File: src/utf8_to_utf16_transcoder_macros.svh
// utf8_to_utf16_transcoder_macros.svh: assertion macros for the transcoder
// no dependencies; taken in by the modules that carry assertions
`ifndef UTF8_TO_UTF16_TRANSCODER_MACROS_SVH
`define UTF8_TO_UTF16_TRANSCODER_MACROS_SVH

// check a property at every rising edge outside reset
`define U8U16_ASSERT(lbl, clk, rst, prop, msg) \
  lbl: assert property (@(posedge clk) disable iff (rst) prop) else $error(msg);

// check a property at every rising edge, reset included
`define U8U16_ASSERT_ALWAYS(lbl, clk, prop, msg) \
  lbl: assert property (@(posedge clk) prop) else $error(msg);

`endif

File: src/u8u16_pkg.sv
// u8u16_pkg: shared types and constants of the utf-8 to utf-16 transcoder
// no dependencies; used by the front, queue, back and top level
package u8u16_pkg;

  localparam logic [15:0] REPLACEMENT_UNIT   = 16'hFFFD;
  localparam logic [20:0] MAX_CODE_POINT     = 21'h10FFFF;
  localparam logic [20:0] SURROGATE_LOW      = 21'h00D800;
  localparam logic [20:0] SURROGATE_HIGH     = 21'h00DFFF;
  localparam logic [15:0] HIGH_SURR_BASE     = 16'hD800;
  localparam logic [15:0] LOW_SURR_BASE      = 16'hDC00;
  localparam logic [20:0] SUPPLEMENTARY_BASE = 21'h010000;
  localparam logic [20:0] MIN_THREE_BYTE     = 21'h000800;
  localparam logic [20:0] MIN_TWO_BYTE       = 21'h000080;

  // one classified byte: rep replacement units first, then ntail units
  typedef struct packed {
    logic [2:0]  rep;
    logic [1:0]  ntail;
    logic [15:0] tail0;
    logic [15:0] tail1;
    logic        eos;
  } u8u16_job_t;

endpackage

File: src/u8u16_front.sv
// u8u16_front: accepts utf-8 bytes, tracks the open sequence, builds jobs
// depends on u8u16_pkg
module u8u16_front
  import u8u16_pkg::*;
(
  input  logic       clk,
  input  logic       rst,
  input  logic       accept,
  input  logic [7:0] data_byte,
  input  logic       end_of_string,
  output logic       push,
  output u8u16_job_t job
);

  logic [20:0] partial;
  logic [20:0] partial_next;
  logic [2:0]  seq_len;
  logic [2:0]  seq_len_next;
  logic [2:0]  received;
  logic [2:0]  received_next;

  logic [20:0] cp_ext;
  logic [20:0] cp_min;
  logic [20:0] sup;
  logic [2:0]  received_inc;
  logic        is_cont;
  logic        is_open;
  logic        value_ok;

  // shared datapath for the continuation case
  always_comb begin
    is_cont      = (data_byte[7:6] == 2'b10);
    is_open      = (seq_len != 3'd0);
    cp_ext       = {partial[14:0], data_byte[5:0]};
    received_inc = received + 3'd1;
    sup          = cp_ext - SUPPLEMENTARY_BASE;
    case (seq_len)
      3'd2:    cp_min = MIN_TWO_BYTE;
      3'd3:    cp_min = MIN_THREE_BYTE;
      default: cp_min = SUPPLEMENTARY_BASE;
    endcase
    value_ok = (cp_ext >= cp_min) && (cp_ext <= MAX_CODE_POINT) &&
               !((cp_ext >= SURROGATE_LOW) && (cp_ext <= SURROGATE_HIGH));
  end

  // classify the byte and work out the next sequence state
  always_comb begin
    job.rep       = 3'd0;
    job.ntail     = 2'd0;
    job.tail0     = 16'h0000;
    job.tail1     = 16'h0000;
    job.eos       = end_of_string;
    partial_next  = partial;
    seq_len_next  = seq_len;
    received_next = received;

    if (is_open && is_cont) begin
      partial_next  = cp_ext;
      received_next = received_inc;
      if (received_inc == seq_len) begin
        partial_next  = 21'd0;
        seq_len_next  = 3'd0;
        received_next = 3'd0;
        if (!value_ok) begin
          job.rep = seq_len;
        end else if (cp_ext[20:16] == 5'd0) begin
          job.ntail = 2'd1;
          job.tail0 = cp_ext[15:0];
        end else begin
          job.ntail = 2'd2;
          job.tail0 = HIGH_SURR_BASE + {6'd0, sup[19:10]};
          job.tail1 = LOW_SURR_BASE + {6'd0, sup[9:0]};
        end
      end
    end else begin
      // broken sequence flushes its bytes, then the byte is a fresh lead
      if (is_open) begin
        job.rep = received;
      end
      partial_next  = 21'd0;
      seq_len_next  = 3'd0;
      received_next = 3'd0;
      if (!data_byte[7]) begin
        job.ntail = 2'd1;
        job.tail0 = {8'h00, data_byte};
      end else if (data_byte[7:5] == 3'b110) begin
        partial_next  = {16'd0, data_byte[4:0]};
        seq_len_next  = 3'd2;
        received_next = 3'd1;
      end else if (data_byte[7:4] == 4'b1110) begin
        partial_next  = {17'd0, data_byte[3:0]};
        seq_len_next  = 3'd3;
        received_next = 3'd1;
      end else if (data_byte[7:3] == 5'b11110) begin
        partial_next  = {18'd0, data_byte[2:0]};
        seq_len_next  = 3'd4;
        received_next = 3'd1;
      end else begin
        job.ntail = 2'd1;
        job.tail0 = REPLACEMENT_UNIT;
      end
    end

    // sequence cut off at string end
    if (end_of_string && (seq_len_next != 3'd0)) begin
      job.rep       = job.rep + received_next;
      partial_next  = 21'd0;
      seq_len_next  = 3'd0;
      received_next = 3'd0;
    end

    push = accept && ((job.rep != 3'd0) || (job.ntail != 2'd0));
  end

  // sequence state registers
  always_ff @(posedge clk) begin
    if (rst) begin
      partial  <= 21'd0;
      seq_len  <= 3'd0;
      received <= 3'd0;
    end else if (accept) begin
      partial  <= partial_next;
      seq_len  <= seq_len_next;
      received <= received_next;
    end
  end

endmodule

File: src/u8u16_queue.sv
// u8u16_queue: short fifo of jobs between the front and the back
// depends on u8u16_pkg and utf8_to_utf16_transcoder_macros.svh
`include "utf8_to_utf16_transcoder_macros.svh"

module u8u16_queue
  import u8u16_pkg::*;
#(
  parameter int DEPTH = 4
) (
  input  logic       clk,
  input  logic       rst,
  input  logic       push,
  input  u8u16_job_t push_job,
  output logic       full,
  input  logic       pop,
  output u8u16_job_t head_job,
  output logic       empty
);

  localparam int PW = (DEPTH > 1) ? $clog2(DEPTH) : 1;
  localparam int CW = $clog2(DEPTH + 1);

  u8u16_job_t    slots [DEPTH];
  logic [PW-1:0] wr_ptr;
  logic [PW-1:0] rd_ptr;
  logic [CW-1:0] count;

  assign full     = (count == CW'(DEPTH));
  assign empty    = (count == CW'(0));
  assign head_job = slots[rd_ptr];

  // job storage
  always_ff @(posedge clk) begin
    if (push) begin
      slots[wr_ptr] <= push_job;
    end
  end

  // pointers and fill count
  always_ff @(posedge clk) begin
    if (rst) begin
      wr_ptr <= '0;
      rd_ptr <= '0;
      count  <= '0;
    end else begin
      if (push) begin
        wr_ptr <= (wr_ptr == PW'(DEPTH - 1)) ? '0 : wr_ptr + PW'(1);
      end
      if (pop) begin
        rd_ptr <= (rd_ptr == PW'(DEPTH - 1)) ? '0 : rd_ptr + PW'(1);
      end
      if (push && !pop) begin
        count <= count + CW'(1);
      end else if (pop && !push) begin
        count <= count - CW'(1);
      end
    end
  end

  // checks on fill level and job contents
  `U8U16_ASSERT(a_no_overfill, clk, rst, (count <= CW'(DEPTH)), "queue over its depth")
  `U8U16_ASSERT(a_no_push_full, clk, rst, (push |-> !full), "job written into full queue")
  `U8U16_ASSERT(a_no_pop_empty, clk, rst, (pop |-> !empty), "job taken from empty queue")
  `U8U16_ASSERT(a_job_nonempty, clk, rst, (push |-> ((push_job.rep != 3'd0) || (push_job.ntail != 2'd0))), "job with no units")
  `U8U16_ASSERT(a_count_up, clk, rst, ((push && !pop) |=> (count == $past(count) + CW'(1))), "fill count missed a write")

endmodule

File: src/u8u16_back.sv
// u8u16_back: expands the job at the queue head into utf-16 words
// depends on u8u16_pkg
module u8u16_back
  import u8u16_pkg::*;
(
  input  logic       clk,
  input  logic       rst,
  input  u8u16_job_t head_job,
  input  logic       empty,
  output logic       pop,
  output logic       out_valid,
  input  logic       out_ready,
  output logic [15:0] code_unit,
  output logic       run_last,
  output logic       string_last
);

  logic [1:0] idx;
  logic [2:0] idx_ext;
  logic [2:0] total;

  // word select within the current job
  always_comb begin
    idx_ext   = {1'b0, idx};
    total     = head_job.rep + {1'b0, head_job.ntail};
    out_valid = !empty;
    if (idx_ext < head_job.rep) begin
      code_unit = REPLACEMENT_UNIT;
    end else if (idx_ext == head_job.rep) begin
      code_unit = head_job.tail0;
    end else begin
      code_unit = head_job.tail1;
    end
    run_last    = (idx_ext == total - 3'd1);
    string_last = run_last && head_job.eos;
    pop         = out_valid && out_ready && run_last;
  end

  // word counter
  always_ff @(posedge clk) begin
    if (rst) begin
      idx <= 2'd0;
    end else if (out_valid && out_ready) begin
      idx <= run_last ? 2'd0 : idx + 2'd1;
    end
  end

endmodule

File: src/utf8_to_utf16_transcoder.sv
// utf8_to_utf16_transcoder: top level of the utf-8 to utf-16 transcoder
// depends on u8u16_pkg, u8u16_front, u8u16_queue and u8u16_back
//
// Usage:
//  - slave side takes one utf-8 byte per word; s_tlast marks the final byte
//    of a string
//  - master side gives utf-16 code units; m_tuser is high on the last word
//    caused by one byte, m_tlast on the last word of the whole string
//  - a byte gives zero to four words: plain or completed characters give
//    one (two for a surrogate pair), bad input gives U+FFFD per byte
//  - the job of a byte is written into the job queue; its first word is
//    offered once that job reaches the queue head
//  - throughput: one byte per cycle while each byte yields at most one word
//    and m_tready is high; the back end sends one word per cycle while
//    m_tready is high; the job queue of QUEUE_DEPTH entries absorbs bursts
//  - s_tready drops only when the job queue is full
//  - when the receiver stalls, the current word holds and further bytes
//    fill the queue, then the slave side stalls
//  - reset (synchronous, rst high) closes any open sequence and empties
//    the queue
module utf8_to_utf16_transcoder
  import u8u16_pkg::*;
#(
  parameter int QUEUE_DEPTH = 4
) (
  input  logic        clk,
  input  logic        rst,
  input  logic        s_tvalid,
  output logic        s_tready,
  input  logic [7:0]  s_tdata,   // [7:0] data_byte
  input  logic        s_tlast,   // end_of_string
  output logic        m_tvalid,
  input  logic        m_tready,
  output logic [15:0] m_tdata,   // [15:0] code_unit
  output logic        m_tuser,   // run_last
  output logic        m_tlast    // string_last
);

  logic       full;
  logic       empty;
  logic       push;
  logic       pop;
  u8u16_job_t push_job;
  u8u16_job_t head_job;

  assign s_tready = !full;

  // byte classification
  u8u16_front u_front (
    .clk           (clk),
    .rst           (rst),
    .accept        (s_tvalid && s_tready),
    .data_byte     (s_tdata),
    .end_of_string (s_tlast),
    .push          (push),
    .job           (push_job)
  );

  // job queue
  u8u16_queue #(
    .DEPTH (QUEUE_DEPTH)
  ) u_queue (
    .clk      (clk),
    .rst      (rst),
    .push     (push),
    .push_job (push_job),
    .full     (full),
    .pop      (pop),
    .head_job (head_job),
    .empty    (empty)
  );

  // word output
  u8u16_back u_back (
    .clk         (clk),
    .rst         (rst),
    .head_job    (head_job),
    .empty       (empty),
    .pop         (pop),
    .out_valid   (m_tvalid),
    .out_ready   (m_tready),
    .code_unit   (m_tdata),
    .run_last    (m_tuser),
    .string_last (m_tlast)
  );

endmodule
File: config.mk
export PLATFORM = sky130hd
export DESIGN_NAME = utf8_to_utf16_transcoder
export DESIGN_NICKNAME = d
export VERILOG_FILES = /design/src/u8u16_pkg.sv /design/src/u8u16_front.sv /design/src/u8u16_queue.sv /design/src/u8u16_back.sv /design/src/utf8_to_utf16_transcoder.sv
export VERILOG_INCLUDE_DIRS = /design/src /design/src/src
export SDC_FILE = /design/constraint.sdc
export NUM_CORES = 1
export LEC_CHECK = 0
export ABC_AREA = 1
export BUFFER_PORTS_ARGS = -buffer_cell sky130_fd_sc_hd__buf_4
export CAP_MARGIN = 20
export CORE_ASPECT_RATIO = 0.75
export CORE_MARGIN = 2
export CORE_UTILIZATION = 65
export CTS_BUF_LIST = sky130_fd_sc_hd__clkbuf_8 sky130_fd_sc_hd__clkbuf_16
export CTS_CLUSTER_DIAMETER = 40
export DETAILED_ROUTE_END_ITERATION = 12
export PLACE_DENSITY = 0.83
export RECOVER_POWER = 100
export SYNTH_ARGS = -nofsm -noshare
export SYNTH_HDL_FRONTEND = slang
export SYNTH_HIERARCHICAL = 1
export SYNTH_SLANG_ARGS = --single-unit
File: constraint.sdc
create_clock -name clk -period 12.7 [get_ports clk]
set_input_delay 1.27 -clock clk [delete_from_list [all_inputs] [get_ports clk]]
set_output_delay 1.27 -clock clk [all_outputs]
set_load 0.01 [all_outputs]
==> run metrics, run 1 <==
TritonCTS Sinks 184; DR WL/cell 18.3 µm; clk_skew 8.84 ps; minimum clock period 8240 ps; Avg Inst Size Synth 9.83 µm²; TritonCTS Buffers 17; chip width between 100 and 150 µm; critical path cell sequence clkbuf_1 -> clkinv_1 -> clkbuf_1 -> o21ai_0 -> o22ai_1 -> ha_1 -> nand2_2 -> nor2_4 -> inv_1 -> nand2_1 -> nand3_1 -> clkbuf_1; unrepaired setup endpoints after global routing no; final WL 20000 µm; NumNets Final between 900 and 1000; crit path kind flop to output pin; io pins 33; pwr dens 213 mW/mm²; fin. max-slew vios 338; VDD IR max 0.189 mV; max incr delay on CP about 2200 ps; GP Congestion 0.956; run status complete, but fails checks; Fin. Hold Viols 0; critical path endpoint category output pin; grt total ovfl 0; Ys Warns 6; detailed router's first-iteration violation count 762; P&R area growth vs syn 7.13%; Mapped Nets approximately 920; Die ar. 0.0144 mm²; CTS root buffer clkbuf_16; Inst Count DP 1059; Post-CTS Setup Repair Bufs 0; number of synthesized flops with an enable pin 152; Fmax about 120 MHz; Buffers & Inverters on Critical Path 5; Initial Utilization roughly two thirds; vias 6486; first-pass GRT wire length 31600 µm; Rows 36; overall power 1990 µW; ys async rst share 0%; vias in the first global route 6161; clk buf depth 2; startpoint types flop; Leak 0.00362 µW; Die Height approximately 100 µm; sequential share of the synthesized area 59.7%; worst path required time 11430 ps; worst-skew pair later-pin latency 430 ps; initial antenna violation count 0; Post-CTS Hold Buffers 0; # DRC 0; Top delay family on crit path buffers and inverters; DR pass1 iterations 7; relative slew slack -110%; Worst Max-Slew Pin Slew 3150 ps; H-tree Lvls 4; DP HPWL about 13000 µm; fin util 71.5%; slowest stage cell on the critical path clkbuf_1; largest net degree at the start of global routing 78; fin cells 1091; failing checks capacitance limit, slew limit; Worst-path clk slew 70 ps; Yosys reg bits 184; worst-path fanout max 77; antenna-violating nets left 0; setup tns final 0 ps; antenna cells 0; Post-Synthesis Cells 887; max-cap violations 7; GR Util All Layers 29.2%; TritonCTS clock tree yes; Hold Crit Class flop to flop; fraction of layout cells with a size suffix above 1 6.74%; Primary FF master, synth edfxtp_1; core area between 0.01 and 0.015 mm²; Critical Path AT 6970 ps; Setup Viol. Count Final 0; final worst-path cycle share 64.9%; post-synthesis instance area 0.00872 mm²; mean number of vias per cell 5.95; crit-path most repeated cell clkbuf_1; post_cts resized 0; post-synth cell types 43; I/O Buffers 32
final cells by class:
| cell class | instances | area, µm² |
|---|---|---|
| repair buffers | 39 | 199 |
| inverters | 98 | 370 |
| well taps | 171 | 214 |
| flip-flops and latches | 184 | 5200 |
| multi-input cells | 567 | 2790 |
| fillers | 958 | 3720 |
| clock buffers | 17 | 425 |
| clock inverters | 15 | 140 |
kinds of logic after synthesis:
| family | count (synthesis) | share of synthesized area (%) |
|---|---|---|
| AO/OA/AOI/OAI | 188 | 11.9 |
| XOR/XNOR | 4 | 0.402 |
| adder cells (fa/ha/maj) | 19 | 2.90 |
| flip-flops | 184 | 59.7 |
| buffers and inverters | 136 | 7.49 |
| AND/OR/NAND/NOR | 355 | 17.6 |
| other | 1 | 0.0430 |
power by group:
part           switching [µW]  total (µW)  internal [µW]
combinational             509         727            218
clock                     232         506            274
sequential               29.9         758            728
total                     771        1990           1220
registers in the layout, indices dropped and copies added (netlist names), named ones only:
name              flops
u_queue/slots       152
u_front/partial      15
u_front/received      3
u_front/seq_len       3
u_queue/count         3
u_back/idx            2
u_queue/rd_ptr        2
u_queue/wr_ptr        2
through the flow:
step,instance area [µm²],hold slack (ps),worst slack (ps)
6_report,9350,531,4460
5_1_grt,9350,555,3950
3_5_place_dp,8950,526,7970
3_3_place_gp,8950,514,8060
2_1_floorplan,8720,478,8220
4_1_cts,9520,535,7720
Yosys cell counts (2+ instances only):
cell,number,area [µm²]
nor2_1,143,537
buf_2,4,20.0
o22ai_1,38,238
clkbuf_2,4,20.0
inv_2,8,30.0
o211ai_1,2,15.0
clkbuf_8,3,41.3
o31ai_1,2,15.0
ha_1,17,213
edfxtp_1,152,4560
fa_1,2,40.0
nor3_1,7,35.0
nand3_2,3,30.0
nand2_1,136,510
nor2_4,4,45.0
inv_1,88,330
o21ai_0,104,521
buf_6,7,78.8
a22oi_1,7,52.6
o21ai_1,8,40.0
nor3_2,2,20.0
nand2_2,3,18.8
buf_4,12,90.1
clkbuf_1,8,30.0
nor2_2,8,50.1
dfxtp_1,32,641
inv_4,2,12.5
nand4_1,7,43.8
nand3_1,36,180
a21oi_1,22,110
xor2_1,4,35.0
worst paths after layout:
path	startpoint	endpoint	slack, ps	depth (start not counted)
max	flop	m_tdata[2]	4460	12
min	u_front/received[1]$_SDFFE_PP0P_	u_front/received[1]$_SDFFE_PP0P_	530	2
max reg2reg	flop	u_queue/count[1]$_SDFFE_PP0P_	5440	21
min reg2reg	u_front/received[1]$_SDFFE_PP0P_	u_front/received[1]$_SDFFE_PP0P_	530	2
cells in the final DEF, fill, tap and decap left out, types with 7 or more instances in the layout:
master and count:
buf_4 13, nand2_1 139, inv_1 91, ha_1 17, nand3_1 37, a22oi_1 7
edfxtp_1 152, o22ai_1 38, clkbuf_16 17, clkbuf_1 25, nand4_1 7, nor2_1 154
dfxtp_1 32, nor3_1 7, o21ai_1 8, o21ai_0 104, a21oi_1 22
per-layer routing:
metal,vias up,GRT usage [%],share of wire [%]
met2,368,45.4,46
met1,3020,42.0,42
met3,36,6.24,11
met5,-,0,0
li1,3062,-,-
met4,0,8.24,1.4
worst register-to-register path: stages (launching register included):
cell      delay [ps]
dfxtp_1          310
clkbuf_1        2160
clkinv_1         390
clkbuf_1        1230
o21ai_0          640
o22ai_1          180
inv_1            100
ha_1             180
inv_1             60
ha_1             280
inv_1             50
nand2_1           60
nand2_1           50
nor2_1           170
nand3_1          160
inv_1            100
inv_1             90
ha_1             200
inv_1             90
fa_1             410
o21ai_0          180
nor2_1            60
Note: power is estimated with default switching activity, not from simulation.
==> run 2, diff against run 1 <==
--- a/config.mk
+++ b/config.mk
@@ -6,16 +6,16 @@
 export SDC_FILE = /design/constraint.sdc
 export NUM_CORES = 1
 export LEC_CHECK = 0
-export ABC_AREA = 1
+export ABC_AREA = 0
 export BUFFER_PORTS_ARGS = -buffer_cell sky130_fd_sc_hd__buf_4
 export CAP_MARGIN = 20
 export CORE_ASPECT_RATIO = 0.75
 export CORE_MARGIN = 2
-export CORE_UTILIZATION = 65
+export CORE_UTILIZATION = 56
 export CTS_BUF_LIST = sky130_fd_sc_hd__clkbuf_8 sky130_fd_sc_hd__clkbuf_16
 export CTS_CLUSTER_DIAMETER = 40
 export DETAILED_ROUTE_END_ITERATION = 12
-export PLACE_DENSITY = 0.83
+export PLACE_DENSITY = 0.76
 export RECOVER_POWER = 100
 export SYNTH_ARGS = -nofsm -noshare
 export SYNTH_HDL_FRONTEND = slang
==> constraint.sdc (replaced) <==
create_clock -name clk -period 7.4 [get_ports clk]
set_input_delay 0.74 -clock clk [delete_from_list [all_inputs] [get_ports clk]]
set_output_delay 0.74 -clock clk [all_outputs]
set_load 0.01 [all_outputs]
==> run 2 against run 1 <==
Against the previous run: the run still ends with capacitance limit, slew limit left; sequential cell count is the same; critical path type is now flop to flop; count of clock-buffer cells in the layout unchanged; design area down 3.2%; core utilization down 9.0 points; largest power group unchanged; highest routed layer unchanged; sequential power grew 66%.
==> run metrics, run 2 <==
run status complete, but fails checks; failing checks capacitance limit, slew limit; Area contributors post-synth edfxtp_1 (55%), mux4_2 (10%), dfxtp_1 (7.7%); Cell Int Power between 1500 and 2000 µW; setup tns final 0 ps; vias in the first global route ~4600; Rows 38; Ys Warns 6; post-synthesis instance area 0.00829 mm²; relative slew slack -29.3%; VDD IR max 0.195 mV; Avg Inst Size Synth about 15 µm²; FF-to-FF setup slack 1460 ps; core area between 0.01 and 0.015 mm²; antenna-violating nets left 0; most frequent cells in the layout edfxtp_1 (152), nor2_1 (48), nand2_1 (43); pre-CTS setup slack 1900 ps; commonest non-fill, non-tap cell in the layout edfxtp_1; DP HPWL 10600 µm; TritonCTS Sinks 184; post_cts resized 0; commonest cells in the netlist edfxtp_1 (152), nor2_1 (48), nand2_1 (43), mux4_2 (38), dfxtp_1 (32); top cell type's share of synthesized area 55.1%; Worst-path clk slew 60 ps; fin. max-slew vios between 150 and 200; Yosys reg bits 184; largest registers u_queue/slots x152, u_front/partial x15; cell count of the worst hold path 2; DR pass1 iterations 6; mean number of vias per cell 6.08; clock share of power 32.9%; Die Height 109 µm; largest net degree at the start of global routing 39; detailed router's first-iteration violation count 430; TritonCTS Buffers 17; minimum clock period 5940 ps; sequential share of the synthesized area 62.8%; Reg2Reg Depth 18; Top reg by flops u_queue/slots; vias 4872; NumNets Final between 600 and 700; Setup Viol. Count Final 0; FF-to-FF Start u_front/seq_len[1]$_SDFFE_PP0P_; chip width 144 µm; overall power 2690 µW; final worst-path cycle share 80.3%; Post-CTS Hold Buffers 0; Post-CTS Setup Repair Bufs 0; final WL between 15000 and 20000 µm; GP Congestion 0.924; worst path required time 7420 ps; GR Util All Layers 22.7%; worst-skew pair later-pin latency roughly 430 ps; worst-path fanout max 38; max FFs per register 152; I/O Buffers 32; Hold Crit Class flop to flop; Worst Max-Slew Pin Slew 1940 ps; switching pwr 751 µW; hold_sp u_queue/count[2]$_SDFFE_PP0P_; grt total ovfl 0; Switching Share 28.0%; Fin. Hold Viols 0; critical path endpoint category flop; fin util 62.6%; clk_skew between 8 and 9 ps; max-cap violations 5; DR WL/cell between 20 and 25 µm; cell with the most instances after synthesis edfxtp_1; Post-Synthesis Cells between 500 and 600; P&R area growth vs syn 9.10%; first-pass GRT wire length 25900 µm; final instance area 0.00904 mm²; pwr dens 297 mW/mm²; unrepaired setup endpoints after global routing no; initial antenna violation count 0; io pins 33; number of synthesized flops with an enable pin 152; clk buf depth 2; crit path kind flop to flop; startpoint types flop; TritonCTS clock tree yes; Critical Path AT 5960 ps; ys async rst share 0%; final setup margin 1460 ps; Die ar. roughly 0.016 mm²; Mapped Nets 596; Leak between 0.003 and 0.004 µW; fraction of layout cells with a size suffix above 1 around 15%; Initial Utilization 57.3%; Hold EP u_queue/count[2]$_SDFFE_PP0P_; post-synth cell types 65; Fmax approximately 170 MHz; H-tree Lvls 4; top cell type by total area after synthesis edfxtp_1; Primary FF master, synth edfxtp_1; Crit Reg-Reg Endpoint u_queue/slots[0][11]$_DFFE_PP_; # DRC 0; CTS root buffer clkbuf_16; Logic pwr share 20.0%; sequential power share between 40% and 50%; Area after DPL 0.00857 mm²; antenna cells 0
-- run 2: changes by cell type after synthesis, sizes merged, moves of 5 or more --
cell,before,now
buf,23,18
nor2,156,48
nand3,39,5
o21ai,113,12
inv,98,24
o22ai,38,1
and2,0,20
mux4,0,38
a21oi,23,18
mux2i,0,6
o2bb2ai,0,5
a22oi,7,30
nand2,140,43
-- run 2: power groups by stage --
| stage | Combinational, µW | Clock [µW] | Sequential (µW) |
|---|---|---|---|
| floorplan | 425 | 0 | 1260 |
| global placement | 559 | 0 | 1280 |
| detailed placement | 576 | 0 | 1290 |
| CTS | 579 | 897 | 1260 |
| global route | 592 | 937 | 1270 |
| finish | 537 | 884 | 1260 |
-- run 2: stage by stage --
step | hold WS [ps] | cells
detailed placement | 496 | 769
floorplan | 460 | 564
CTS | 505 | 801
global placement | 480 | 769
finish | 511 | 801
global route | 529 | 801
-- run 2: layout make-up --
class / instances / area, µm²
fill: 1083 / 5410
sequential: 184 / 5200
multi-input combinational: 324 / 2730
clock buffer: 17 / 425
tap: 200 / 250
timing repair buffer: 36 / 191
clock inverter: 15 / 151
inverter: 25 / 93.8
-- run 2: worst max-delay path: stages, from the launching register on --
cell	delay, ps
dfxtp_1	440
and2b_1	230
nand2_1	70
ha_1	290
a21boi_0	130
o31a_1	290
a311oi_1	250
nand3b_1	260
nand3_1	140
nand2_1	90
ha_1	140
inv_1	40
fa_1	370
nor4_1	470
nor3_4	80
xnor2_1	170
a31o_1	200
o41a_1	340
and2_1	1500
-- run 2: logic make-up after synthesis --
group / synth area share, %
fa+ha+maj: 3.05
buf+inv: 4.15
simple gates: 9.58
other cells: 0.0452
mux: 11.3
compound gates: 7.65
flops: 62.8
xor+xnor: 1.40
-- run 2: layer usage --
metal	global-route usage (%)	routed length [µm]	up-vias	share of wire [%]
met4	5.76	169	0	1.0
met5	0	0	-	0
li1	-	-	2205	-
met2	35.2	8000	167	48
met1	33.0	7450	2485	45
met3	5.44	1120	15	6.7
-- run 2: worst max path at each step --
stage	depth (start not counted)	startpoint	endpoint	slack, ps
detailed placement	22	s_tdata[5]	u_queue/count[2]$_SDFFE_PP0P_	1900
finish	18	u_front/seq_len[1]$_SDFFE_PP0P_	u_queue/slots[0][11]$_DFFE_PP_	1460
floorplan	17	s_tdata[5]	u_queue/slots[0][0]$_DFFE_PP_	2160
CTS	23	u_front/seq_len[1]$_SDFFE_PP0P_	u_queue/count[2]$_SDFFE_PP0P_	2030
global placement	17	s_tdata[5]	u_queue/slots[3][15]$_DFFE_PP_	2080
global route	8	flop	m_tdata[2]	840
